==> src/design/ps2sa_pkg.sv <==
// Shared constants, widths and key translation tables for the scancode to ASCII block.
package ps2sa_pkg;

  // Default ring depth (slots; one slot always stays free)
  localparam int unsigned QUEUE_DEPTH_DEFAULT = 32;

  localparam int unsigned SCAN_W  = 8;
  localparam int unsigned KEY_W   = 7;
  localparam int unsigned CHAR_W  = 7;
  localparam int unsigned TABLE_W = 6;

  // Set 1 key codes with a special meaning
  localparam logic [KEY_W-1:0] KEY_LSHIFT = 7'h2A;
  localparam logic [KEY_W-1:0] KEY_RSHIFT = 7'h36;
  localparam logic [KEY_W-1:0] KEY_CTRL   = 7'h1D;
  localparam logic [KEY_W-1:0] KEY_ALT    = 7'h38;
  localparam logic [KEY_W-1:0] KEY_CAPS   = 7'h3A;

  // Operation codes of an input beat
  localparam logic OP_SCAN = 1'b0;
  localparam logic OP_READ = 1'b1;

  localparam logic [CHAR_W-1:0] CHAR_NONE    = 7'h00;
  localparam logic [CHAR_W-1:0] CHAR_LOWER_A = 7'h61;
  localparam logic [CHAR_W-1:0] CHAR_LOWER_Z = 7'h7A;
  localparam logic [CHAR_W-1:0] CHAR_CASE    = 7'h20;

  // Unshifted US layout for key codes 0x00-0x3F
  function automatic logic [CHAR_W-1:0] plain_char(input logic [TABLE_W-1:0] key);
    logic [CHAR_W-1:0] ch;
    case (key)
      6'h01: ch = 7'h1B;  // escape
      6'h02: ch = 7'h31;
      6'h03: ch = 7'h32;
      6'h04: ch = 7'h33;
      6'h05: ch = 7'h34;
      6'h06: ch = 7'h35;
      6'h07: ch = 7'h36;
      6'h08: ch = 7'h37;
      6'h09: ch = 7'h38;
      6'h0A: ch = 7'h39;
      6'h0B: ch = 7'h30;
      6'h0C: ch = 7'h2D;
      6'h0D: ch = 7'h3D;
      6'h0E: ch = 7'h08;  // backspace
      6'h0F: ch = 7'h09;  // tab
      6'h10: ch = 7'h71;
      6'h11: ch = 7'h77;
      6'h12: ch = 7'h65;
      6'h13: ch = 7'h72;
      6'h14: ch = 7'h74;
      6'h15: ch = 7'h79;
      6'h16: ch = 7'h75;
      6'h17: ch = 7'h69;
      6'h18: ch = 7'h6F;
      6'h19: ch = 7'h70;
      6'h1A: ch = 7'h5B;
      6'h1B: ch = 7'h5D;
      6'h1C: ch = 7'h0A;  // enter
      6'h1E: ch = 7'h61;
      6'h1F: ch = 7'h73;
      6'h20: ch = 7'h64;
      6'h21: ch = 7'h66;
      6'h22: ch = 7'h67;
      6'h23: ch = 7'h68;
      6'h24: ch = 7'h6A;
      6'h25: ch = 7'h6B;
      6'h26: ch = 7'h6C;
      6'h27: ch = 7'h3B;
      6'h28: ch = 7'h27;
      6'h29: ch = 7'h60;
      6'h2B: ch = 7'h5C;
      6'h2C: ch = 7'h7A;
      6'h2D: ch = 7'h78;
      6'h2E: ch = 7'h63;
      6'h2F: ch = 7'h76;
      6'h30: ch = 7'h62;
      6'h31: ch = 7'h6E;
      6'h32: ch = 7'h6D;
      6'h33: ch = 7'h2C;
      6'h34: ch = 7'h2E;
      6'h35: ch = 7'h2F;
      6'h37: ch = 7'h2A;
      6'h39: ch = 7'h20;  // space
      default: ch = CHAR_NONE;
    endcase
    return ch;
  endfunction

  // Shifted symbols; letters are handled by case folding, the rest match the plain table
  function automatic logic [CHAR_W-1:0] shifted_char(input logic [TABLE_W-1:0] key);
    logic [CHAR_W-1:0] ch;
    case (key)
      6'h02: ch = 7'h21;
      6'h03: ch = 7'h40;
      6'h04: ch = 7'h23;
      6'h05: ch = 7'h24;
      6'h06: ch = 7'h25;
      6'h07: ch = 7'h5E;
      6'h08: ch = 7'h26;
      6'h09: ch = 7'h2A;
      6'h0A: ch = 7'h28;
      6'h0B: ch = 7'h29;
      6'h0C: ch = 7'h5F;
      6'h0D: ch = 7'h2B;
      6'h1A: ch = 7'h7B;
      6'h1B: ch = 7'h7D;
      6'h27: ch = 7'h3A;
      6'h28: ch = 7'h22;
      6'h29: ch = 7'h7E;
      6'h2B: ch = 7'h7C;
      6'h33: ch = 7'h3C;
      6'h34: ch = 7'h3E;
      6'h35: ch = 7'h3F;
      default: ch = plain_char(key);
    endcase
    return ch;
  endfunction

endpackage

==> src/design/ps2sa_if.sv <==
// Valid/ready channel interfaces for the request and result beats.
interface ps2sa_req_if;
  logic       valid;
  logic       ready;
  logic       operation;
  logic [7:0] scan_byte;

  modport source (output valid, output operation, output scan_byte, input ready);
  modport sink   (input valid, input operation, input scan_byte, output ready);
endinterface

interface ps2sa_rsp_if;
  logic       valid;
  logic       ready;
  logic [6:0] ascii_char;
  logic       queue_has_data;
  logic       char_dropped;
  logic       ctrl_down;
  logic       alt_down;
  logic       caps_active;

  modport source (output valid, output ascii_char, output queue_has_data,
                  output char_dropped, output ctrl_down, output alt_down,
                  output caps_active, input ready);
  modport sink   (input valid, input ascii_char, input queue_has_data,
                  input char_dropped, input ctrl_down, input alt_down,
                  input caps_active, output ready);
endinterface

==> src/design/ps2sa_ram.sv <==
// Generic single-port-write, single-port-read RAM with registered read data.
module ps2sa_ram #(
  parameter int unsigned WIDTH = 8,
  parameter int unsigned DEPTH = 32
) (
  input  logic                     clk,
  input  logic                     we,
  input  logic [$clog2(DEPTH)-1:0] waddr,
  input  logic [WIDTH-1:0]         wdata,
  input  logic                     re,
  input  logic [$clog2(DEPTH)-1:0] raddr,
  output logic [WIDTH-1:0]         rdata
);

  logic [WIDTH-1:0] mem [DEPTH];

  // Write port
  always_ff @(posedge clk) begin
    if (we) begin
      mem[waddr] <= wdata;
    end
  end

  // Registered read, held while not enabled
  always_ff @(posedge clk) begin
    if (re) begin
      rdata <= mem[raddr];
    end
  end

endmodule

==> src/design/ps2_set1_scancode_to_ascii_fifo.sv <==
// PS/2 set 1 scancode translator with a character ring, top level.
//
// Each request beat is either a scancode byte or a read of one queued character; each
// gives exactly one result beat, registered in the cycle after acceptance. One beat is taken
// every cycle while the result side keeps up: the request is translated and the ring
// pointers and modifier flags are updated in the accepting cycle, and a popped character
// is read from the ring RAM into its read register, which then carries ascii_char. The
// ring has QUEUE_DEPTH slots and holds at most QUEUE_DEPTH-1 characters; a character that
// finds it full is discarded and flagged in char_dropped. No clearing pass is needed after
// reset: a read only ever reaches entries already written.
module ps2_set1_scancode_to_ascii_fifo #(
  parameter int unsigned QUEUE_DEPTH = ps2sa_pkg::QUEUE_DEPTH_DEFAULT
) (
  input  logic          clk,
  input  logic          rst,
  ps2sa_req_if.sink     req,
  ps2sa_rsp_if.source   rsp
);
  import ps2sa_pkg::*;

  localparam int unsigned IDX_W = $clog2(QUEUE_DEPTH);
  localparam logic [IDX_W-1:0] IDX_LAST = IDX_W'(QUEUE_DEPTH - 1);

  // Architectural state
  logic             shift_down, caps_on, ctrl_held, alt_held;
  logic [IDX_W-1:0] write_index, read_index;

  logic             shift_down_next, caps_on_next, ctrl_held_next, alt_held_next;
  logic [IDX_W-1:0] write_index_next, read_index_next;
  logic [IDX_W-1:0] write_inc, read_inc;

  // Result register
  logic out_valid, out_pop, out_has_data, out_dropped;
  logic out_ctrl, out_alt, out_caps;
  logic [CHAR_W-1:0] ram_rdata;

  logic              accept, is_scan, release_key, in_table;
  logic [KEY_W-1:0]  key;
  logic [CHAR_W-1:0] base_char, xlat_char;
  logic              is_letter, push, drop, pop, full, empty;

  assign req.ready = !rst && (!out_valid || rsp.ready);
  assign accept    = req.valid && req.ready;

  assign is_scan     = (req.operation == OP_SCAN);
  assign release_key = req.scan_byte[SCAN_W-1];
  assign key         = req.scan_byte[KEY_W-1:0];
  assign in_table    = (key[KEY_W-1] == 1'b0);

  // Modifier decode
  always_comb begin
    shift_down_next = shift_down;
    caps_on_next    = caps_on;
    ctrl_held_next  = ctrl_held;
    alt_held_next   = alt_held;
    if (is_scan) begin
      unique case (key) inside
        KEY_LSHIFT, KEY_RSHIFT: shift_down_next = !release_key;
        KEY_CTRL:               ctrl_held_next  = !release_key;
        KEY_ALT:                alt_held_next   = !release_key;
        KEY_CAPS:               caps_on_next    = caps_on ^ !release_key;
        default: ;
      endcase
    end
  end

  // Translate a key press; modifier codes map to zero in both tables
  assign base_char = plain_char(key[TABLE_W-1:0]);
  assign is_letter = (base_char >= CHAR_LOWER_A) && (base_char <= CHAR_LOWER_Z);

  always_comb begin
    xlat_char = CHAR_NONE;
    if (is_scan && !release_key && in_table) begin
      if (is_letter) begin
        xlat_char = (caps_on ^ shift_down) ? base_char - CHAR_CASE : base_char;
      end else if (shift_down) begin
        xlat_char = shifted_char(key[TABLE_W-1:0]);
      end else begin
        xlat_char = base_char;
      end
    end
  end

  // Ring pointers, wrapping at any depth
  assign write_inc = (write_index == IDX_LAST) ? '0 : write_index + 1'b1;
  assign read_inc  = (read_index  == IDX_LAST) ? '0 : read_index  + 1'b1;
  assign full      = (write_inc == read_index);
  assign empty     = (write_index == read_index);

  assign push = accept && (xlat_char != CHAR_NONE) && !full;
  assign drop = (xlat_char != CHAR_NONE) && full;
  assign pop  = accept && !is_scan && !empty;

  assign write_index_next = push ? write_inc : write_index;
  assign read_index_next  = pop  ? read_inc  : read_index;

  // Advance state on an accepted beat
  always_ff @(posedge clk) begin
    if (rst) begin
      shift_down  <= 1'b0;
      caps_on     <= 1'b0;
      ctrl_held   <= 1'b0;
      alt_held    <= 1'b0;
      write_index <= '0;
      read_index  <= '0;
    end else if (accept) begin
      shift_down  <= shift_down_next;
      caps_on     <= caps_on_next;
      ctrl_held   <= ctrl_held_next;
      alt_held    <= alt_held_next;
      write_index <= write_index_next;
      read_index  <= read_index_next;
    end
  end

  // Character ring
  ps2sa_ram #(
    .WIDTH (CHAR_W),
    .DEPTH (QUEUE_DEPTH)
  ) u_ring (
    .clk   (clk),
    .we    (push),
    .waddr (write_index),
    .wdata (xlat_char),
    .re    (pop),
    .raddr (read_index),
    .rdata (ram_rdata)
  );

  // Result valid: load on accept, drop when taken
  always_ff @(posedge clk) begin
    if (rst) begin
      out_valid <= 1'b0;
    end else begin
      out_valid <= accept || (out_valid && !rsp.ready);
    end
  end

  // Result payload
  always_ff @(posedge clk) begin
    if (accept) begin
      out_pop      <= pop;
      out_has_data <= (write_index_next != read_index_next);
      out_dropped  <= drop;
      out_ctrl     <= ctrl_held_next;
      out_alt      <= alt_held_next;
      out_caps     <= caps_on_next;
    end
  end

  assign rsp.valid          = out_valid;
  assign rsp.ascii_char     = out_pop ? ram_rdata : CHAR_NONE;
  assign rsp.queue_has_data = out_has_data;
  assign rsp.char_dropped   = out_dropped;
  assign rsp.ctrl_down      = out_ctrl;
  assign rsp.alt_down       = out_alt;
  assign rsp.caps_active    = out_caps;

endmodule

==> src/flat_wrapper.sv <==
// flat-port wrapper written by rule: the top's interface ports become plain ports
module ps2_set1_scancode_to_ascii_fifo_flat import ps2sa_pkg::*;
#(
  parameter int unsigned QUEUE_DEPTH = ps2sa_pkg::QUEUE_DEPTH_DEFAULT
)
  (clk, rst, req_valid, req_operation, req_scan_byte, req_ready, rsp_valid, rsp_ascii_char, rsp_queue_has_data, rsp_char_dropped, rsp_ctrl_down, rsp_alt_down, rsp_caps_active, rsp_ready);
  ps2sa_req_if req_i ();
  ps2sa_rsp_if rsp_i ();
  input  logic clk;
  input  logic rst;
  input wire logic [$bits(req_i.valid)-1:0] req_valid;
  input wire logic [$bits(req_i.operation)-1:0] req_operation;
  input wire logic [$bits(req_i.scan_byte)-1:0] req_scan_byte;
  output wire logic [$bits(req_i.ready)-1:0] req_ready;
  output wire logic [$bits(rsp_i.valid)-1:0] rsp_valid;
  output wire logic [$bits(rsp_i.ascii_char)-1:0] rsp_ascii_char;
  output wire logic [$bits(rsp_i.queue_has_data)-1:0] rsp_queue_has_data;
  output wire logic [$bits(rsp_i.char_dropped)-1:0] rsp_char_dropped;
  output wire logic [$bits(rsp_i.ctrl_down)-1:0] rsp_ctrl_down;
  output wire logic [$bits(rsp_i.alt_down)-1:0] rsp_alt_down;
  output wire logic [$bits(rsp_i.caps_active)-1:0] rsp_caps_active;
  input wire logic [$bits(rsp_i.ready)-1:0] rsp_ready;
  assign req_i.valid = req_valid;
  assign req_i.operation = req_operation;
  assign req_i.scan_byte = req_scan_byte;
  assign req_ready = req_i.ready;
  assign rsp_valid = rsp_i.valid;
  assign rsp_ascii_char = rsp_i.ascii_char;
  assign rsp_queue_has_data = rsp_i.queue_has_data;
  assign rsp_char_dropped = rsp_i.char_dropped;
  assign rsp_ctrl_down = rsp_i.ctrl_down;
  assign rsp_alt_down = rsp_i.alt_down;
  assign rsp_caps_active = rsp_i.caps_active;
  assign rsp_i.ready = rsp_ready;
  ps2_set1_scancode_to_ascii_fifo #(.QUEUE_DEPTH(QUEUE_DEPTH)) u_core (.clk(clk), .rst(rst), .req(req_i), .rsp(rsp_i));
endmodule
==> config.mk <==
export PLATFORM = sky130hd
export DESIGN_NAME = ps2_set1_scancode_to_ascii_fifo_flat
export DESIGN_NICKNAME = d
export VERILOG_FILES = /design/src/design/ps2sa_pkg.sv /design/src/design/ps2sa_if.sv /design/src/design/ps2sa_ram.sv /design/src/design/ps2_set1_scancode_to_ascii_fifo.sv /design/src/flat_wrapper.sv
export SDC_FILE = /design/constraint.sdc
export NUM_CORES = 1
export LEC_CHECK = 0
export ABC_CLOCK_PERIOD_IN_PS = 5550
export CAP_MARGIN = 10
export CORE_ASPECT_RATIO = 0.5
export CORE_MARGIN = 2
export CORE_UTILIZATION = 55
export CTS_BUF_LIST = sky130_fd_sc_hd__clkbuf_8 sky130_fd_sc_hd__clkbuf_16
export DETAILED_ROUTE_END_ITERATION = 16
export DONT_BUFFER_PORTS = 1
export MAX_ROUTING_LAYER = met4
export PLACE_DENSITY = 0.7
export SLEW_MARGIN = 20
export SYNTH_ARGS = -nofsm -noshare
export SYNTH_HDL_FRONTEND = slang
export SYNTH_SLANG_ARGS = --single-unit
==> constraint.sdc <==
create_clock -name clk -period 5.55 [get_ports clk]
set_input_delay 0.2775 -clock clk [delete_from_list [all_inputs] [get_ports clk]]
set_output_delay 0.2775 -clock clk [all_outputs]
set_load 0.005 [all_outputs]
* After elaboration in Yosys (flattened, before gate mapping)
Memories as Yosys holds them, arrays and structs flattened. A register that Yosys moved wholly into a read port is not among the register bits.
Index checks and enable logic that the tools add are counted.
** Operators by class
- Add/subtract/negate cells :: 3
- Multiply operators :: 0
- Div/mod/pow operators :: 0
- Order comparisons :: 2
- Equal/unequal tests :: 31
- Shift-type cells :: 0
- Mux-type cells :: 18
- Bitwise operators :: 4
- Reduce and logical (&&, ||, !) cells :: 22
** Operator list (number)
- $pmux 7 s21 :: 1
- $eq 6x6->1 const B :: 7
- $eq 6x4->1 const B :: 6
- $mux 7 :: 5
- $eq 7x6->1 const B :: 4
- $eq 6x3->1 const B :: 4
- $mux 5 :: 4
- $eq 6x2->1 const B :: 2
- $eq 6x5->1 const B :: 2
- $logic_and 1x1->1 :: 11
- $add 5x1->5 const B :: 2
- $eq 5x5->1 :: 2
- $eq 5x5->1 const B :: 2
- $mux 1 :: 8
- $eq 7x5->1 const B :: 1
- $ge 7x7->1 const B :: 1
- $le 7x7->1 const B :: 1
- $reduce_bool 7->1 :: 1
- $sub 7x6->7 const B :: 1
- $logic_not 1->1 :: 6
- $ne 5x5->1 :: 1
- $reduce_and 3->1 :: 1
- $logic_or 1x1->1 :: 2
- $not 1->1 :: 2
- other kinds (2) :: 3
** Storage, ports and cells
- Bits in registers :: 21
- Bits in latches :: 0
- Memory bits (writable) :: 224
- Memory bits (read-only) :: 896
- Output and inout port bits :: 14
- Logic and storage cells :: 96
- Memories :: 3
** Memories
- (no name shown) :: words 64, width 7, read ports 1, clocked after memory_dff 0, wr ports 0, line ps2sa_pkg.sv:31 : case (key)
- (no name shown) :: words 64, width 7, read ports 1, clocked after memory_dff 0, wr ports 0, line ps2sa_pkg.sv:31
- u_core.u_ring.mem :: words 32, width 7, read ports 1, clocked after memory_dff 1, wr ports 1, line ps2sa_ram.sv:15 : logic [WIDTH-1:0] mem [DEPTH];

* Depth between registers and ports, before layout
- Depth in word-level cells :: 10
- Depth in mapped cells :: 18

* Modules after synthesis
A second synthesis with hierarchy kept.
** Second synthesis, totals
- Cells, all modules :: 775
- Area total of the unflattened synthesis :: 11860.1 um^2
** Modules (own cells, without submodules)
- ps2sa_ram :: times used 1, cells an instance 370, area each 8903.5 um^2
- ps2_set1_scancode_to_ascii_fifo :: times used 1, cells an instance 405, area each 2956.6 um^2

* Worst setup path after synthesis
OpenSTA, ideal clock, no wires.
- Kind :: input -> register
- Start :: input req_scan_byte[1]
- End :: memory u_core.u_ring.mem[0][3] in the netlist's numbering, data pin
- Setup time :: 0.467 ns
- Arrival :: 4.042 ns
- Required time :: 5.083 ns
- Setup slack :: 1.040 ns
- Stages :: 14
- Buffers on the path :: 3
- Path through :: buf_2 -> inv_1 -> ha_1 -> buf_2 -> or3b_1 -> o2bb2ai_1 -> a211oi_2 -> o211ai_1 -> or4_4 -> o21ai_2 -> o21ba_1 -> buf_4 -> nor2_1 -> a211oi_1
** On the way
- Word-level cells in the longest chain between the ends :: 5
- Elaborated cells on any way between the ends :: 32
** Ends and longest elaborated chain
- start, declared :: line flat_wrapper.sv:13 : input wire logic [$bits(req_i.scan_byte)-1:0] req_scan_byte;
- $mem_v2 64x7 (tied with other cells)
- $sub 7x6->7 (tied with other cells) :: line ps2_set1_scancode_to_ascii_fifo.sv:75 : xlat_char = (caps_on ^ shift_down) ? base_char - CHAR_CASE : base_char;
- $mux 7 (tied with other cells) :: line ps2_set1_scancode_to_ascii_fifo.sv:75
- $mux 7 (*) :: line ps2_set1_scancode_to_ascii_fifo.sv:74 : if (is_letter) begin
- $mux 7 (*) :: line ps2_set1_scancode_to_ascii_fifo.sv:73 : if (is_scan && !release_key && in_table) begin
- net u_core.u_ring.wdata[3] :: line ps2sa_ram.sv:9 : input logic [WIDTH-1:0] wdata,
- end, declared :: line ps2sa_ram.sv:15
Mark *: on every way through the listed nets, which the timed path passes. The rest lies on a longest branch.

* Worst setup path in the final report
- Start :: input req_scan_byte[0]
- End :: memory u_core.u_ring.mem[19][2] in the netlist's numbering, enable pin
** On the way
- Word-level cells in the longest chain between the ends :: 10
- Elaborated cells on any way between the ends :: 37
** Ends and longest elaborated chain
- $mem_v2 64x7 (tied with other cells)
- $sub 7x6->7 (tied with other cells) :: line ps2_set1_scancode_to_ascii_fifo.sv:75
- $mux 7 (tied with other cells) :: line ps2_set1_scancode_to_ascii_fifo.sv:75
- $mux 7 (*) :: line ps2_set1_scancode_to_ascii_fifo.sv:74
- $mux 7 (*) :: line ps2_set1_scancode_to_ascii_fifo.sv:73
- $reduce_bool 7->1 (*) :: line ps2_set1_scancode_to_ascii_fifo.sv:90 : assign push = accept && (xlat_char != CHAR_NONE) && !full;
- $logic_and 1x1->1 (*) (2 in series) :: line ps2_set1_scancode_to_ascii_fifo.sv:90
- $mux 1 (*) :: line ps2sa_ram.sv:19 : if (we) begin
- $mux 1 (not written as such) (*) :: line ps2sa_ram.sv:20 : mem[waddr] <= wdata;
Mark *: on every way between the ends. The rest lies on a longest branch, timed or not.

==> metrics.txt <==
status completed; RSZ-0062 raised after global routing no; wire per inst roughly 24 um; critical-path maximum fanout 20; Final Setup Violations 0; Placer Congestion slightly above 0.9; Clock transition at path regs 70 ps; Critical path origin req_scan_byte[0]; slowest CP cell or4_4; met2 usage 40.42%; Starting Density 55.57%; share of cells above drive strength 1 12.87%; first-pass GRT wire length 41.54 mm; Slew Limit Fails 0; remaining antenna violation count 0; Mapped Cells between 800 and 900; Synthesized Nets 902; Synth area leaders edfxtp_1, mux4_2, mux2i_1, dfxtp_1, ha_1; Antenna Cells 0; Slew Limit Headroom 33.79%; CTS Sinks 252; vias in the first global route 7253; crit end category register; crit path buf inv count 2; Fill cells 1579; synthesized area per cell 13.68 um2; worst slew pin tran slightly below 1000 ps; chip height 108.1 um; GR peak layer met2; cts bufs inserted 22; worst hold slack 52.38 ps; final total power 3905 uW; Resized Gates After CTS 0; crit-path cells inv_1 -> ha_1 -> nand2_1 -> nand3_1 -> o311ai_1 -> or3_4 -> or4_4 -> o21ai_2 -> o21ba_1 -> nor2_2 -> a21oi_4 -> buf_4 -> and3_1; top cells by count, synth edfxtp_1, mux2i_1, nand2_1, nor2_1, o21ai_0; worst min path class input port to register; num rows 38; Final Cell Area 13000 um2; top-count cell post-synth edfxtp_1; Reg2Reg Launch Point u_core.write_index[0]; Clock Path Buffers 3; die width 212.2 um; htree depth 1; beginning of the worst hold path req_scan_byte[7]; postcts setup bufs 0; Hold Violations, Final 0; Final HPWL DP 17.41 mm; total grt overflow 0; Worst EP arrival 4380 ps; GR Layer Usage met3 under 10%; Tmin final 4211 ps; largest net degree at the start of global routing 57; Crit path max-delay family simple AND/OR/NAND/NOR gates; share of the synthesized area in the top cell type 59.72%; Vias 7488; ys flop type edfxtp_1; fmax roughly 0.24 GHz; I/O Pins 27; Max-cap violations 0; Worst R2R Setup Slack 1350 ps; CTS Root Cell clkbuf_16; Area Overhead vs Synth 9.072%; Netlist cell types 75; Power per Cell Area 300.4 nW/um2; Final Util 60.61%; Syn Std Cell Area 11920 um2; worst skew pair latency 520 ps; I/O Buffers 0; Final period util about three quarters; WP data required 5720 ps; drc violations 0; flops & latches, synth 252; EDFF count, synth 237; Post-Route WL 27.54 mm; Post-DP Area 12200 um2; Leak Pwr 0.004156 uW; antenna violations before repair 0; Die Area 22930 um2; worst setup path class input port to register; DR pass1 iterations 5; CTS tree done; Peak VDD IR 0.2056 mV; gr usage total 25.17%; YS warnings 0; met1 Use GR 34.02%; crit-path max cell delay around 560 ps; Final nets approximately 900; FFs w/ async S/R, synth 0%; Core ar. 21440 um2; initial drt markers 796; largest area contributor in the netlist edfxtp_1; post-synthesis sequential area ratio 62.24%; via/cell ratio 6.400; Final Skew ~15 ps; startpoint types input port; Setup TNS 0 ps
worst register-to-register path, stage by stage, from the launching register on:
cell and delay, ps:
dfxtp_1 520, ha_1 720, and3_1 260, ha_1 360, nor2_1 190, xnor2_1 160
nand4_1 170, nand3_1 150, a21oi_4 540, buf_4 390, and3_1 420
per-stage QoR:
step,setup slack (ps),instances
6_report,1339,1170
5_1_grt,1006,1170
4_1_cts,1393,1170
3_5_place_dp,831.8,1126
3_3_place_gp,961.0,1126
2_1_floorplan,1040,871
final cells by class:
class                      count  area (um2)  share of cell area (%)
clock buffer                  28       633.1                   4.871
inverter                      14       52.55                  0.4043
timing repair buffer          23       182.7                   1.405
clock inverter                12       122.6                  0.9434
tap                          300       375.4                   2.888
sequential                   252        7421                   57.09
multi-input combinational    541        4210                   32.39
final timing paths:
check / endpoint / cells past startpoint
worst max-delay path: u_core.u_ring.mem[19][2] / 13
worst min-delay path: u_core.rsp.alt_down / 1
worst max register to register: u_core.u_ring.mem[19][2] / 10
worst min register to register: u_core.ctrl_held / 2
state kept, by name, indices dropped and copies added, names as in the netlist, 5 cells and up:
name                 count
u_core.u_ring.mem      224
u_core.u_ring.rdata      7
u_core.read_index        5
u_core.write_index       5
logic make-up (layout without fill, tap and decap cells):
kind of cell / Yosys count / after routing / share of synthesized area, %
flip-flops: 252 / 252 / 62.24
AND/OR/NAND/NOR: 233 / 233 / 10.11
AO/OA/AOI/OAI: 177 / 177 / 10.47
multiplexers: 94 / 94 / 11.07
buffers and inverters: 78 / 77 / 2.824
XOR/XNOR: 19 / 19 / 1.396
adder cells (fa/ha/maj): 18 / 18 / 1.890
layout by cell type, fill, tap and decap left out, types with 12 or more instances in the layout:
master       n
edfxtp_1   237
mux2i_1     62
nand2_1     58
nor2_1      55
o21ai_0     42
and3_1      29
mux4_2      29
a21oi_1     25
o221ai_1    22
clkbuf_16   22
buf_4       19
ha_1        18
inv_1       16
nand3_1     15
dfxtp_1     14
o22ai_1     12
routing by layer:
layer  wire length, um  vias up
met2             13050      406
li1                  -     3356
met3              2399       50
met4               614        0
met1             11480     3676
met5                 0        -
report_power, final:
| group | internal, uW | switching, uW | total [uW] |
|---|---|---|---|
| Clock | 902 | 670 | 1570 |
| Combinational | 101 | 146 | 247 |
| Sequential | 2070 | 14.3 | 2090 |
| Total | 3070 | 830 | 3900 |
what timing repair did:
action | in CTS | in global routing
hold buffers | 4 | 0
endpoints found under the setup margin | 0 | 0
hold endpoints to repair | 8 | 0
(Power assumes the default switching activity.)
